===== config.mk =====
export PLATFORM = sky130hd
export DESIGN_NAME = bgq_div_cell
export DESIGN_NICKNAME = d
export VERILOG_FILES = /design/src/rtl/bgq_div_cell.sv
export SDC_FILE = /design/constraint.sdc
export NUM_CORES = 1
export LEC_CHECK = 0
export CORE_AREA = 2 2 190 192
export CTS_CLUSTER_SIZE = 16
export DETAILED_ROUTE_END_ITERATION = 6
export DIE_AREA = 0 0 192 194
export DONT_BUFFER_PORTS = 1
export PLACE_DENSITY = 0.46
export REMOVE_ABC_BUFFERS = 1
export SLEW_MARGIN = 15
export SYNTH_ARGS = -nofsm -noshare
export SYNTH_HDL_FRONTEND = slang
export SYNTH_SLANG_ARGS = --single-unit

===== constraint.sdc =====
create_clock -name clk -period 2.7 [get_ports clk]
set_clock_uncertainty 0.2 [all_clocks]
set_input_delay 0.54 -clock clk [delete_from_list [all_inputs] [get_ports clk]]
set_output_delay 0.54 -clock clk [all_outputs]
set_load 0.01 [all_outputs]

===== src/rtl/bgq_div_cell.sv =====
// One restoring-division cell: one quotient bit, remainder and bar-count residue.
// Chained by the top level; no package dependencies.
module bgq_div_cell #(
  parameter int NQ  = 64,
  parameter int PPW = 39,
  parameter int MB  = 2,
  parameter int BPB = 4,
  parameter int SBW = 100
) (
  input  logic             clk,
  input  logic             rst_n,
  input  logic             prev_vld,
  input  logic [PPW-1:0]   prev_rem,
  input  logic [NQ-1:0]    prev_sh,
  input  logic [MB-1:0]    prev_qm,
  input  logic [PPW-1:0]   prev_period,
  input  logic [SBW-1:0]   prev_side,
  output logic             next_vld,
  output logic [PPW-1:0]   next_rem,
  output logic [NQ-1:0]    next_sh,
  output logic [MB-1:0]    next_qm,
  output logic [PPW-1:0]   next_period,
  output logic [SBW-1:0]   next_side
);

  logic [PPW:0]   trial;
  logic [PPW:0]   diff;
  logic           take;
  logic [MB:0]    qm2;
  logic           vld_r;
  logic [PPW-1:0] rem_r, rem_nxt;
  logic [NQ-1:0]  sh_r, sh_nxt;
  logic [MB-1:0]  qm_r, qm_nxt;
  logic [PPW-1:0] period_r;
  logic [SBW-1:0] side_r;

  always_comb begin
    trial   = {prev_rem, prev_sh[NQ-1]};
    diff    = trial - {1'b0, prev_period};
    take    = trial >= {1'b0, prev_period};
    rem_nxt = take ? diff[PPW-1:0] : trial[PPW-1:0];
    sh_nxt  = {prev_sh[NQ-2:0], take};
    qm2     = {prev_qm, take};
    if (qm2 >= (MB+1)'(BPB)) begin
      qm_nxt = MB'(qm2 - (MB+1)'(BPB));
    end else begin
      qm_nxt = qm2[MB-1:0];
    end
  end

  always_ff @(posedge clk) begin
    if (!rst_n) begin
      vld_r <= 1'b0;
    end else begin
      vld_r <= prev_vld;
    end
  end

  always_ff @(posedge clk) begin
    rem_r    <= rem_nxt;
    sh_r     <= sh_nxt;
    qm_r     <= qm_nxt;
    period_r <= prev_period;
    side_r   <= prev_side;
  end

  assign next_vld    = vld_r;
  assign next_rem    = rem_r;
  assign next_sh     = sh_r;
  assign next_qm     = qm_r;
  assign next_period = period_r;
  assign next_side   = side_r;

endmodule


==> key figures <==
Die
  • FP Rows: 69
  • Core Box Area: 35200 um2
  • Die Ht: 194 um
  • Width of the die: 192 um
  • Die area: 37200 um2
  • Starting Density: 22.0%
  • I/O pins: 492

Global route
  • Met1 Resource Use GR: 19.4%
  • Met3 usage: 8.22%
  • Initial antenna violation count: 4
  • Top Usage Layer GRT: met2
  • Largest net degree at the start of global routing: 21
  • Met2 usage: 30.9%
  • Remaining global-route overflow: 0
  • First-pass GRT wire length: 48100 um
  • Gr usage total: 17.8%
  • Number of global-route vias before repair: 7240

Timing
  • Min cycle time layout: 2560 ps
  • Slew Limit Fails: 0
  • Final worst-path cycle share: 95.0%
  • Peak Freq: 390 MHz
  • Max_slew headroom: 73.9%
  • Final setup viols: 0
  • Endpoints failing hold: 0
  • Hold WS: 43.1 ps
  • Worst-margin pin slew: 391 ps

Setup path
  • Crit Path Class: in2reg
  • Slowest-stage cell, CP: a221oi_2
  • Setup crit end kind: register
  • Buffers & Inverters on Critical Path: 2
  • Worst path max stage delay: 380 ps
  • CP delay by family, top: compound AO/OA/AOI/OAI gates
  • Highest net fanout along the worst path: 20
  • Most frequent CP cell: a21o_1
  • Crit path DAT: 2820 ps
  • WP data required: 2950 ps
  • Worst setup SP type: input port
  • Cell depth of the worst setup path: 10
  • Crit-path cells: inv_1 > ha_1 > a21o_1 > a21o_1 > a221oi_2 > a21oi_2 > o311ai_2 > and3_4 > buf_12 > mux2_2

Logic synthesis
  • Syn Std Cell Area: 7730 um2
  • Register area share after synthesis: 63.2%
  • Asr flop ratio synth: 0%
  • Post-synth EDFFs: 0
  • Post-synth top flop: dfxtp_1
  • Seq cells post-synth: 244
  • Post-synth cell types: 61
  • Mean Syn Cell Area: 11.1 um2
  • Synth warnings: 0
  • Cell count after synthesis: 695

Worst hold path
  • Hold Path Origin: prev_period[0]
  • HP Class: in2reg
  • Hold path cells: 2
  • Hold path endpoint: next_rem[0]

Outcome
  • Status: finished clean

Pwr
  • Leak: 5.47 nW
  • P per Cell Area: 732 nW/um2
  • Total power: 9.17 mW
  • Peak supply drop: 588 uV

Finish
  • Syn-to-layout area delta: 62.1%
  • Final #Nets: 1358
  • Ratio of cells with drive above 1 in the final layout: 17.0%
  • Reg area: 4880 um2
  • Layout fillers: 3556
  • Multi-input gate area: 2590 um2

Job
  • Max Cap Viol: 0

Place
  • DP HPWL: 27800 um
  • Port Buffers: 0
  • Placer Congestion: 0.867

Drt
  • Final ANT Viol Nets: 0
  • WL per Instance: 22.2 um
  • DRT Wirelength: 34500 um
  • DRT iter0 DRCs: 229
  • Pre-antenna DRT Iters: 5
  • DR DRC count: 0
  • Vias: 6469
  • Via-to-Cell Ratio: 4.16

CTS
  • Htree depth: 1
  • CTS tree: yes
  • Setup Buffers After CTS: 0
  • CTS Buf Count: 27
  • Sink Count: 244
  • CTS clock-pin slew for the worst setup and hold paths: 70 ps
  • Clock tree root buffer cell: clkbuf_16
  • Clock Path Buffers: 3
==> flip-flops by register name, summed over array words and instances (netlist names) <==
| register | flops |
|---|---|
| next_qm | 2 |
| next_vld | 1 |
| next_side | 100 |
| next_sh | 63 |
| next_period | 39 |
| next_rem | 39 |
==> logic make-up after synthesis <==
kind of cell,after synthesis,share of synthesized area [%]
buf+inv,67,3.82
fa+ha+maj,40,6.57
xor+xnor,26,2.95
compound gates,169,14.0
mux,4,0.663
simple gates,145,8.85
flops,244,63.2
==> cell usage after synthesis (all sizes together), types with 13 or more instances <==
cell type  instances  area, um2
a21o              23        173
a21oi             38        190
dfxtp            244       4880
ha                39        488
inv               45        171
nand2             65        244
nand3             13       65.1
nor2              21       78.8
o21ai             48        240
xnor2             13        114
xor2              13        114
==> where the power goes <==
part           total (mW)  leakage [nW]  switching [mW]  internal, mW
combinational        1.26          2.99           0.548         0.715
clock                3.67         0.425            1.57          2.10
sequential           4.24          2.06           0.344          3.89
==> final cells by class <==
class                      count  area share [%]
multi-input combinational    384            20.7
sequential                   244            39.0
clock buffer                  35            5.79
clock inverter                14            1.15
inverter                      45            1.37
tap                          461            4.60
timing repair buffer         369            27.4
antenna                        4          0.0798
==> metal layers <==
metal | routed length, um | vias to the layer above
met4 | 561 | 0
met2 | 17000 | 292
li1 | - | 3144
met1 | 13000 | 2998
met3 | 3990 | 35
met5 | 0 | -
==> worst max-delay path by stage <==
stage	from	end	slack (ps)
after CTS	prev_sh[63]	next_rem[3]	40
after detailed placement	prev_period[8]	next_rem[35]	-550
after global routing	prev_period[9]	next_rem[5]	-20
after floorplan	prev_period[12]	next_rem[5]	-1230
final	prev_period[11]	next_rem[5]	140
after global placement	prev_sh[63]	next_rem[3]	-490
==> metrics by stage <==
stage / setup TNS (ps) / cell area (um2) / setup slack [ps] / std cells / utilization [%]
2_1_floorplan: -42920 / 7610 / -1230 / 673 / -
3_3_place_gp: -15210 / 9180 / -491 / 1259 / 26.0
3_5_place_dp: -16860 / 9180 / -554 / 1259 / 26.0
4_1_cts: 0 / 12500 / 44.8 / 1552 / 35.5
5_1_grt: -27.2 / 12500 / -15.3 / 1556 / 35.6
6_report: 0 / 12500 / 135 / 1556 / 35.6
==> cells in the final DEF (no fill, tap or decap), types with 3 or more instances in the layout <==
| master | netlist | final |
|---|---|---|
| xnor2_1 | 13 | 13 |
| o211ai_1 | 3 | 3 |
| clkinv_2 | 0 | 5 |
| and3_1 | 5 | 4 |
| a21o_1 | 23 | 23 |
| nand4_1 | 6 | 6 |
| dfxtp_1 | 244 | 244 |
| nand2_1 | 65 | 65 |
| nor2_1 | 21 | 21 |
| clkbuf_1 | 9 | 6 |
| o31ai_1 | 7 | 7 |
| o21bai_1 | 6 | 6 |
| o21a_1 | 9 | 9 |
| inv_1 | 44 | 44 |
| nand3_1 | 13 | 13 |
| buf_4 | 5 | 121 |
| clkbuf_16 | 0 | 27 |
| diode_2 | 0 | 4 |
| a21oi_2 | 0 | 3 |
| a31oi_1 | 9 | 8 |
| o21ai_1 | 2 | 4 |
| ha_1 | 39 | 38 |
| and2_1 | 7 | 7 |
| nor3_1 | 9 | 9 |
| dlygate4sd3_1 | 0 | 244 |
| buf_12 | 0 | 4 |
| inv_6 | 0 | 4 |
| xor2_1 | 13 | 13 |
| a21oi_1 | 38 | 35 |
| nand2b_1 | 6 | 6 |
| o21ai_0 | 46 | 44 |
==> timing repair <==
item / CTS / global route
hold endpoints to repair: 243 / 0
endpoints found under the setup margin: 0 / 35
gates resized for setup: 0 / 12
hold buffers: 244 / 0
Power figures use the tool's default switching activity.
