## config.mk

```make
export PLATFORM = sky130hd
export DESIGN_NAME = bgq_period_div
export DESIGN_NICKNAME = d
export VERILOG_FILES = /design/src/rtl/bgq_pkg.sv /design/src/rtl/bgq_period_div.sv
export SDC_FILE = /design/constraint.sdc
export NUM_CORES = 1
export LEC_CHECK = 0
export BUFFER_PORTS_ARGS = -buffer_cell sky130_fd_sc_hd__buf_4
export CORE_AREA = 2 2 140 142
export CTS_BUF_LIST = sky130_fd_sc_hd__clkbuf_8
export DETAILED_ROUTE_END_ITERATION = 7
export DIE_AREA = 0 0 142 144
export HOLD_SLACK_MARGIN = 0.08
export REMOVE_ABC_BUFFERS = 1
export SLEW_MARGIN = 25
export SYNTH_ARGS = -nofsm -noshare
export SYNTH_HDL_FRONTEND = slang
export SYNTH_SLANG_ARGS = --single-unit
export TNS_END_PERCENT = 50
```

## constraint.sdc

```tcl
create_clock -name clk -period 4.6 [get_ports clk]
set_clock_uncertainty 0.15 [all_clocks]
set_input_delay 0 -clock clk [delete_from_list [all_inputs] [get_ports clk]]
set_output_delay 0 -clock clk [all_outputs]
set_load 0.1 [all_outputs]
```

## src/rtl/bgq_pkg.sv

```systemverilog
// Beat grid quantizer package: default parameters, register limits, codes.
// Used by bgq_period_div, beat_grid_quantizer_core and bgq_checker; depends on nothing.
package bgq_pkg;

  localparam int POSITION_WIDTH = 48;
  localparam int FRACTION_BITS  = 16;
  localparam int BEATS_PER_BAR  = 4;

  localparam int TEMPO_W      = 25;
  localparam int TEMPO_FRAC   = 16;
  localparam int RATE_W       = 19;
  localparam int RATE_PROD_W  = 25;
  localparam int CFG_IDX_W    = 2;
  localparam int WIDE_W       = 66;

  localparam logic [TEMPO_W-1:0]     TEMPO_MIN     = TEMPO_W'(20 << TEMPO_FRAC);
  localparam logic [TEMPO_W-1:0]     TEMPO_MAX     = TEMPO_W'(300 << TEMPO_FRAC);
  localparam logic [TEMPO_W-1:0]     TEMPO_RESET   = TEMPO_W'(120 << TEMPO_FRAC);
  localparam logic [RATE_W-1:0]      RATE_DEFAULT  = RATE_W'(44100);
  localparam logic [RATE_PROD_W-1:0] RATE_MULT     = RATE_PROD_W'(60);
  localparam int                     PERIOD_RESET_SAMPLES = 22050;

  localparam logic signed [WIDE_W-1:0] I64_HI = {3'b000, {63{1'b1}}};
  localparam logic signed [WIDE_W-1:0] I64_LO = {3'b111, {63{1'b0}}};

  typedef enum logic [CFG_IDX_W-1:0] {
    CFG_TEMPO  = 2'd0,
    CFG_RATE   = 2'd1,
    CFG_OFFSET = 2'd2
  } cfg_idx_t;

  typedef enum logic [1:0] {
    MODE_BAR         = 2'd0,
    MODE_BEAT        = 2'd1,
    MODE_BAR_IDX     = 2'd2,
    MODE_BEAT_IN_BAR = 2'd3
  } mode_t;

endpackage

```

## src/rtl/bgq_period_div.sv

```systemverilog
// Samples-per-beat unit: bit-serial division of rate * 60 by the Q16 tempo.
// Depends on bgq_pkg.
module bgq_period_div #(
  parameter int FRACTION_BITS = bgq_pkg::FRACTION_BITS,
  parameter int PW            = 21 + bgq_pkg::FRACTION_BITS
) (
  input  logic                           clk,
  input  logic                           rst_n,
  input  logic                           recalc,
  input  logic [bgq_pkg::TEMPO_W-1:0]    tempo,
  input  logic [bgq_pkg::RATE_W-1:0]     rate,
  output logic                           busy,
  output logic [PW-1:0]                  period
);

  localparam int DW   = bgq_pkg::RATE_PROD_W + bgq_pkg::TEMPO_FRAC + FRACTION_BITS;
  localparam int CNTW = $clog2(DW);
  localparam logic [PW-1:0] PERIOD_RST =
    PW'(bgq_pkg::PERIOD_RESET_SAMPLES) << FRACTION_BITS;

  logic                          pend_r, pend_nxt;
  logic                          run_r, run_nxt;
  logic [CNTW-1:0]               cnt_r, cnt_nxt;
  logic [bgq_pkg::TEMPO_W-1:0]   rem_r, rem_nxt;
  logic [DW-1:0]                 sh_r, sh_nxt;
  logic [PW-1:0]                 period_r, period_nxt;
  logic [bgq_pkg::TEMPO_W:0]     trial;
  logic [bgq_pkg::TEMPO_W:0]     diff;
  logic                          take;
  logic [bgq_pkg::RATE_PROD_W-1:0] prod;

  always_comb begin
    prod       = bgq_pkg::RATE_PROD_W'(rate) * bgq_pkg::RATE_MULT;
    trial      = {rem_r, sh_r[DW-1]};
    diff       = trial - {1'b0, tempo};
    take       = trial >= {1'b0, tempo};
    pend_nxt   = pend_r;
    run_nxt    = run_r;
    cnt_nxt    = cnt_r;
    rem_nxt    = rem_r;
    sh_nxt     = sh_r;
    period_nxt = period_r;
    priority if (recalc) begin
      pend_nxt = 1'b1;
      run_nxt  = 1'b0;
    end else if (pend_r) begin
      pend_nxt = 1'b0;
      run_nxt  = 1'b1;
      cnt_nxt  = '0;
      rem_nxt  = '0;
      sh_nxt   = {prod, {(bgq_pkg::TEMPO_FRAC + FRACTION_BITS){1'b0}}};
    end else if (run_r) begin
      rem_nxt = take ? diff[bgq_pkg::TEMPO_W-1:0] : trial[bgq_pkg::TEMPO_W-1:0];
      sh_nxt  = {sh_r[DW-2:0], take};
      cnt_nxt = cnt_r + CNTW'(1);
      if (cnt_r == CNTW'(DW - 1)) begin
        run_nxt    = 1'b0;
        period_nxt = sh_nxt[PW-1:0];
      end
    end
  end

  always_ff @(posedge clk) begin
    if (!rst_n) begin
      pend_r   <= 1'b0;
      run_r    <= 1'b0;
      cnt_r    <= '0;
      period_r <= PERIOD_RST;
    end else begin
      pend_r   <= pend_nxt;
      run_r    <= run_nxt;
      cnt_r    <= cnt_nxt;
      period_r <= period_nxt;
    end
  end

  always_ff @(posedge clk) begin
    rem_r <= rem_nxt;
    sh_r  <= sh_nxt;
  end

  assign busy   = pend_r | run_r;
  assign period = period_r;

endmodule

```

==> impl_metrics.py, run 1 <==
metrics = {
    "sta": {
        "finalHoldViolations": 0,
        "setup_tns_ns": 0,
        "maxSlewViolCount": 0,
        "setup_viol": 0,
        "worstMarginPinSlew_ns": 0.890,
        "max_freq_mhz": 229,
        "period_needed_ns": 4.36,
        "rsz0062_at_grt": "no",
        "period_share_pct": 94.7,
        "setup_ws_ns": 0.243,
        "relSlewSlack_pct": 40.6,
    },
    "clock_network": {
        "cts_tree": "done",
        "worstSkewPairLatency_ns": 0.44,
        "cts.sinks": 127,
        "cts-root-buf": "clkbuf_8",
        "htreeDepth": 4,
        "cts_buffer_depth": 2,
        "clk_pin_slew_ns": 0.08,
        "post_cts_buffers": 0,
        "numCtsBuffers": 17,
    },
    "critical_path": {
        "cp_slowest_stage_delay_ns": 0.60,
        "reg2reg_from": "rem_r[4]",
        "ff2ff_path_depth": 9,
        "critical_path.max_fanout": 4,
        "worst_path_max_delay_cell": "dlygate4sd3_1",
        "worst_ep_arrival_time_ns": 4.40,
        "rrSetupSlack_ns": 1.22,
        "path_cells": "dlygate4sd3_1 > buf_4 > inv_1 > fa_1 > fa_1 > inv_1 > ha_1 > nor2b_1 > o31a_1 > o31ai_2 > a2111oi_0 > buf_4 > o311ai_0 > o311ai_0 > dlygate4sd3_1",
        "cp-start-kind": "primary input",
        "cp-end-kind": "flip-flop",
        "r2r-end": "rem_r[23]",
        "path_class": "in2reg",
        "required_ns": 4.64,
    },
    "routing": {
        "routed_via_density": 5.23,
        "ant_nets": 0,
        "vias": 6389,
        "drc": 0,
        "wl_per_cell_um": 14.7,
        "totalWireLength_um": 18000,
        "dr.pass1.iters": 5,
        "first_iter_violations": 284,
    },
    "logic_synthesis": {
        "synth_edf_count": 82,
        "netlist-cell-type-count": 60,
        "syn_inst": 885,
        "ys_ff_latch": 127,
        "async_flop_share_pct": 0,
        "ys_warn_count": 0,
        "synth_flop_cell": "edfxtp_1",
        "seq_area_frac_synth_pct": 40.4,
        "syn_area_sq_um": 8330,
        "syn_area_per_cell_sq_um": 9.41,
    },
    "worst_hold_path": {
        "min_to": "sh_r[36]",
        "hold_path_depth": 4,
        "hold_path.class": "in2reg",
        "worstHoldStart": "rate[2]",
    },
    "run": {
        "cap_viol_max_count": 0,
    },
    "global_routing": {
        "grt_pass1_wl_um": 30300,
        "antenna_found_initial": 0,
        "grt_pass1_vias": 6158,
        "grt-ovfl-total": 0,
        "grt_use_total_pct": 18.5,
        "grt_max_degree": 74,
    },
    "place": {
        "io_buffers": 84,
        "place.gp.congestion": 0.855,
        "dp_slack_ns": 0.683,
        "dp_hpwl_um": 12800,
    },
    "layout": {
        "drive_gt1_share_pct": 14.5,
        "final_nets": 1107,
        "regArea_sq_um": 3360,
        "syn_to_final_growth_pct": 16.6,
        "diodes": 0,
        "multi_input_area_sq_um": 4480,
        "fillers": 1814,
    },
    "pwr": {
        "powerDensity_nw_per_um2": 341,
        "leakage_uw": 0.00409,
        "power_uw": 3310,
        "peakVddDrop_mv": 0.166,
    },
    "die": {
        "fp.dieW_um": 142,
        "num_io_pins": 85,
        "rows": 51,
        "die-area_sq_um": 20400,
        "fp.dieH_um": 144,
        "core_sq_um": 19100,
        "start_util_pct": 43.6,
    },
    "run_status": {
        "status": "finished, final reports clean",
    },
}
## metrics by stage
step	util (%)	hold slack [ns]	area (sq um)	instances
after CTS	50.9	0.0910	9710	1222
after detailed placement	48.1	0.0871	9180	1180
after global placement	48.1	0.0839	9180	1180
final	50.9	0.113	9710	1222
after global routing	50.9	0.120	9710	1222
after floorplan	-	-0.0782	8200	853
## cell usage after synthesis, types with 3 or more instances
library cell | count | area, sq um
nand4b_1 | 3 | 26.3
and2_1 | 3 | 18.8
or4_1 | 3 | 22.5
nand2b_1 | 5 | 31.3
ha_1 | 53 | 663
o31ai_1 | 11 | 82.6
or3_1 | 8 | 50.1
or2_2 | 3 | 18.8
dfxtp_1 | 45 | 901
nand4_1 | 10 | 62.6
a211o_1 | 6 | 52.6
clkbuf_1 | 28 | 105
xor2_1 | 6 | 52.6
fa_1 | 36 | 721
nand2_1 | 135 | 507
a211oi_1 | 14 | 105
and3_1 | 7 | 43.8
mux2_2 | 11 | 124
a21boi_0 | 6 | 45.0
nor3_1 | 6 | 30.0
nand3_1 | 17 | 85.1
nor4_1 | 5 | 31.3
o21bai_1 | 3 | 22.5
nor2b_1 | 40 | 250
edfxtp_1 | 82 | 2460
o211ai_1 | 7 | 52.6
a21oi_1 | 96 | 480
o311ai_0 | 3 | 26.3
o21a_1 | 5 | 37.5
o21ai_0 | 34 | 170
xnor2_1 | 14 | 123
and4_1 | 3 | 26.3
a21o_1 | 25 | 188
nor2_1 | 27 | 101
inv_1 | 96 | 360
## worst max-delay path by stage
stage | start | end | slack, ns | cells after the start
global route | rate[0] | sh_r[56] | 0.05 | 15
floorplan | pend_r | cnt_r[5] | -0.63 | 6
finish | rate[1] | sh_r[56] | 0.24 | 15
detailed placement | rate[3] | sh_r[55] | 0.68 | 13
global placement | rate[3] | sh_r[56] | 0.75 | 13
CTS | rate[1] | sh_r[56] | 0.17 | 15
## state kept, by name, indices dropped and copies added (netlist names)
signal and cells:
rem_r 25, run_r 1, cnt_r 6, pend_r 1, sh_r 57, period 37
## layer usage
| layer | part of all wire, % | vias up | routed length [um] | GRT usage (%) |
|---|---|---|---|---|
| li1 | - | 3272 | - | - |
| met1 | 49 | 3013 | 8760 | 25.5 |
| met2 | 48 | 87 | 8550 | 30.5 |
| met3 | 2.3 | 17 | 411 | 3.11 |
| met4 | 1.2 | 0 | 223 | 5.11 |
| met5 | 0 | - | 0 | 0 |
## placed cells by master, fill, tap and decap left out, types with 17 or more instances in the layout
master,netlist,layout
a21o_1,25,25
a21oi_1,96,96
buf_4,1,88
clkbuf_8,0,18
dfxtp_1,45,44
edfxtp_1,82,82
fa_1,36,36
ha_1,53,53
inv_1,96,95
nand2_1,135,135
nand3_1,17,17
nor2_1,27,26
nor2b_1,40,40
o21ai_0,34,34
## timing repair
item                                    CTS  global route
hold buffers                             10             0
endpoints found under the setup margin    0             1
hold endpoints to repair                 50             0
resized for setup                         0             1
## power breakdown
group | internal [uW] | total [uW] | leakage, uW | switching (uW)
Clock | 562 | 1050 | 0.000218 | 483
Combinational | 418 | 970 | 0.00274 | 551
Sequential | 1270 | 1290 | 0.00113 | 18.5
## critical path, delay by kind of cell
kind                       cells  cell delay (ns)
adders and majority gates      3             1.33
and+or+nand+nor                1             0.16
AOI/OAI and AO/OA              5             1.39
buffers and inverters          6             1.52
## area by class of cell
class | instances | share of cell area, %
Clock buffer | 18 | 2.55
Clock inverter | 14 | 1.86
Inverter | 96 | 3.72
Multi-Input combinational cell | 630 | 46.1
Sequential cell | 127 | 34.6
Tap cell | 238 | 3.07
Timing Repair Buffer | 99 | 8.04
## kinds of logic (layout without fill, tap and decap cells)
| family | after synthesis | in the layout | synth area share, % |
|---|---|---|---|
| compound gates | 223 | 223 | 16.5 |
| mux | 12 | 12 | 1.61 |
| fa+ha+maj | 89 | 89 | 16.6 |
| xor+xnor | 20 | 20 | 2.10 |
| simple gates | 286 | 286 | 16.9 |
| buf+inv | 128 | 227 | 5.92 |
| flops | 127 | 127 | 40.4 |
No activity file was read; power rests on OpenSTA's default activity.
==> run 2, diff against run 1 <==
--- a/config.mk
+++ b/config.mk
@@ -5,11 +5,11 @@
 export SDC_FILE = /design/constraint.sdc
 export NUM_CORES = 1
 export LEC_CHECK = 0
-export BUFFER_PORTS_ARGS = -buffer_cell sky130_fd_sc_hd__buf_4
 export CORE_AREA = 2 2 140 142
 export CTS_BUF_LIST = sky130_fd_sc_hd__clkbuf_8
 export DETAILED_ROUTE_END_ITERATION = 7
 export DIE_AREA = 0 0 142 144
+export DONT_BUFFER_PORTS = 1
 export HOLD_SLACK_MARGIN = 0.08
 export REMOVE_ABC_BUFFERS = 1
 export SLEW_MARGIN = 25
==> constraint.sdc (replaced) <==
create_clock -name clk -period 4.6 [get_ports clk]
set_clock_uncertainty 0.15 [all_clocks]
set_input_delay 0.46 -clock clk [delete_from_list [all_inputs] [get_ports clk]]
set_output_delay 0.46 -clock clk [all_outputs]
set_load 0.1 [all_outputs]
==> run 2 against run 1 <==
Net effect: clock power is 5% lower; sequential share of layout area is 2.8 points higher; total power is 2.6% lower; cell count is 7.1% lower; sequential cell count stayed put; maximum frequency is 14% higher; critical path type unchanged; largest cell class unchanged.
==> impl_metrics.py, run 2 (synthesis results as in run 1) <==
metrics = {
    "sta": {
        "rsz0062_at_grt": "no",
        "relSlewSlack_pct": 29.2,
        "finalHoldViolations": 0,
        "period_share_pct": 82.8,
        "worstMarginPinSlew_ns": 1.06,
        "maxSlewViolCount": 0,
        "max_freq_mhz": 263,
        "period_needed_ns": 3.81,
        "setup_viol": 0,
    },
    "routing": {
        "ant_nets": 0,
        "vias": 6068,
        "first_iter_violations": 345,
        "totalWireLength_um": 17700,
        "drc": 0,
        "wl_per_cell_um": 15.6,
        "routed_via_density": 5.35,
        "dr.pass1.iters": 7,
    },
    "clock_network": {
        "cts_tree": "done",
        "cts.sinks": 127,
        "worstSkewPairLatency_ns": 0.44,
        "numCtsBuffers": 17,
        "cts_buffer_depth": 2,
        "htreeDepth": 4,
        "cts-root-buf": "clkbuf_8",
        "clk_pin_slew_ns": 0.08,
    },
    "global_routing": {
        "grt-ovfl-total": 0,
        "grt_pass1_vias": 5981,
        "antenna_found_initial": 0,
        "grt_use_total_pct": 18.1,
        "grt_pass1_wl_um": 29400,
        "grt_max_degree": 44,
    },
    "critical_path": {
        "cp_slowest_stage_delay_ns": 0.52,
        "cp_num_buf_inv": 3,
        "cp-end-kind": "flip-flop",
        "worst_path_max_delay_cell": "fa_1",
        "required_ns": 4.74,
        "cpLargestDelayFamily": "adder cells",
        "critical_path.max_fanout": 4,
        "path_class": "in2reg",
        "cp-start-kind": "primary input",
        "path_cells": "inv_1 > fa_1 > fa_1 > inv_1 > ha_1 > o21ai_0 > nor4b_1 > nor4b_1 > buf_4 > nor4_1 > o2111ai_1 > a211o_1 > o221ai_1",
        "worst_ep_arrival_time_ns": 3.94,
    },
    "die": {
        "start_util_pct": 43.6,
        "num_io_pins": 85,
        "rows": 51,
        "die-area_sq_um": 20400,
        "core_sq_um": 19100,
        "fp.dieW_um": 142,
        "fp.dieH_um": 144,
    },
    "run_status": {
        "status": "finished, final reports clean",
    },
    "layout": {
        "layout_common_cells": "nand2_1 (135), a21oi_1 (96), inv_1 (94)",
        "largest_register": "sh_r",
        "final_design_area_no_fill_sq_um": 9000,
        "syn_to_final_growth_pct": 8.02,
        "largest_reg_flops": 57,
        "final_common_cell": "nand2_1",
        "drive_gt1_share_pct": 6.91,
        "final_nets": 1020,
        "diodes": 0,
    },
    "place": {
        "dpl-instance-area_sq_um": 8570,
        "dp_hpwl_um": 12900,
        "io_buffers": 0,
        "place.gp.congestion": 0.836,
    },
    "run": {
        "cap_viol_max_count": 0,
    },
    "pwr": {
        "leakage_uw": 0.00364,
        "peakVddDrop_mv": 0.155,
        "power_uw": 3220,
        "powerDensity_nw_per_um2": 358,
    },
    "worst_hold_path": {
        "hold_path.class": "in2reg",
    },
}
==> run 2: worst paths after layout <==
kind                 start         end  slack, ns  depth (start not counted)
setup / recovery   rate[4]    sh_r[55]       0.79                         13
hold / removal       rst_n    cnt_r[5]       0.13                          2
setup reg to reg  rem_r[4]    rem_r[8]       1.09                          9
hold reg to reg   sh_r[25]  period[26]       0.33                          2
==> run 2: layout make-up <==
| class | count | area (sq um) |
|---|---|---|
| well taps | 238 | 298 |
| clock inverters | 14 | 153 |
| clock buffers | 18 | 248 |
| flip-flops and latches | 127 | 3360 |
| fillers | 1841 | 10100 |
| repair buffers | 12 | 97.6 |
| inverters | 96 | 362 |
| multi-input cells | 630 | 4470 |
==> run 2: per-stage QoR <==
stage / setup TNS [ns] / util (%) / setup slack [ns] / cells / hold slack, ns
2_1_floorplan: -14.35 / - / -0.631 / 853 / 0.299
3_5_place_dp: 0 / 44.9 / 0.299 / 1100 / 0.314
6_report: 0 / 47.2 / 0.792 / 1135 / 0.132
3_3_place_gp: 0 / 44.9 / 0.383 / 1100 / 0.311
4_1_cts: 0 / 47.2 / 0.762 / 1135 / 0.0967
5_1_grt: 0 / 47.2 / 0.491 / 1135 / 0.146
==> run 2: timing repair <==
item	4_1_cts	5_1_grt
resized for setup	0	0
hold endpoints to repair	9	0
setup buffers	0	0
hold buffers	3	0
==> run 2: power by group <==
| group | switching [uW] | internal [uW] | leakage [uW] | total, uW |
|---|---|---|---|---|
| logic | 542 | 396 | 0.00231 | 938 |
| clock network | 489 | 505 | 0.000208 | 994 |
| registers | 16.7 | 1270 | 0.00113 | 1290 |
| total | 1050 | 2180 | 0.00364 | 3220 |
==> run 2: routing by layer <==
layer	vias to the layer above	global-route usage, %	share of wire, %
met5	-	0	0
met4	0	5.26	1.1
met3	17	4.37	3.6
met2	96	30.4	47
met1	2861	23.4	48
li1	3094	-	-
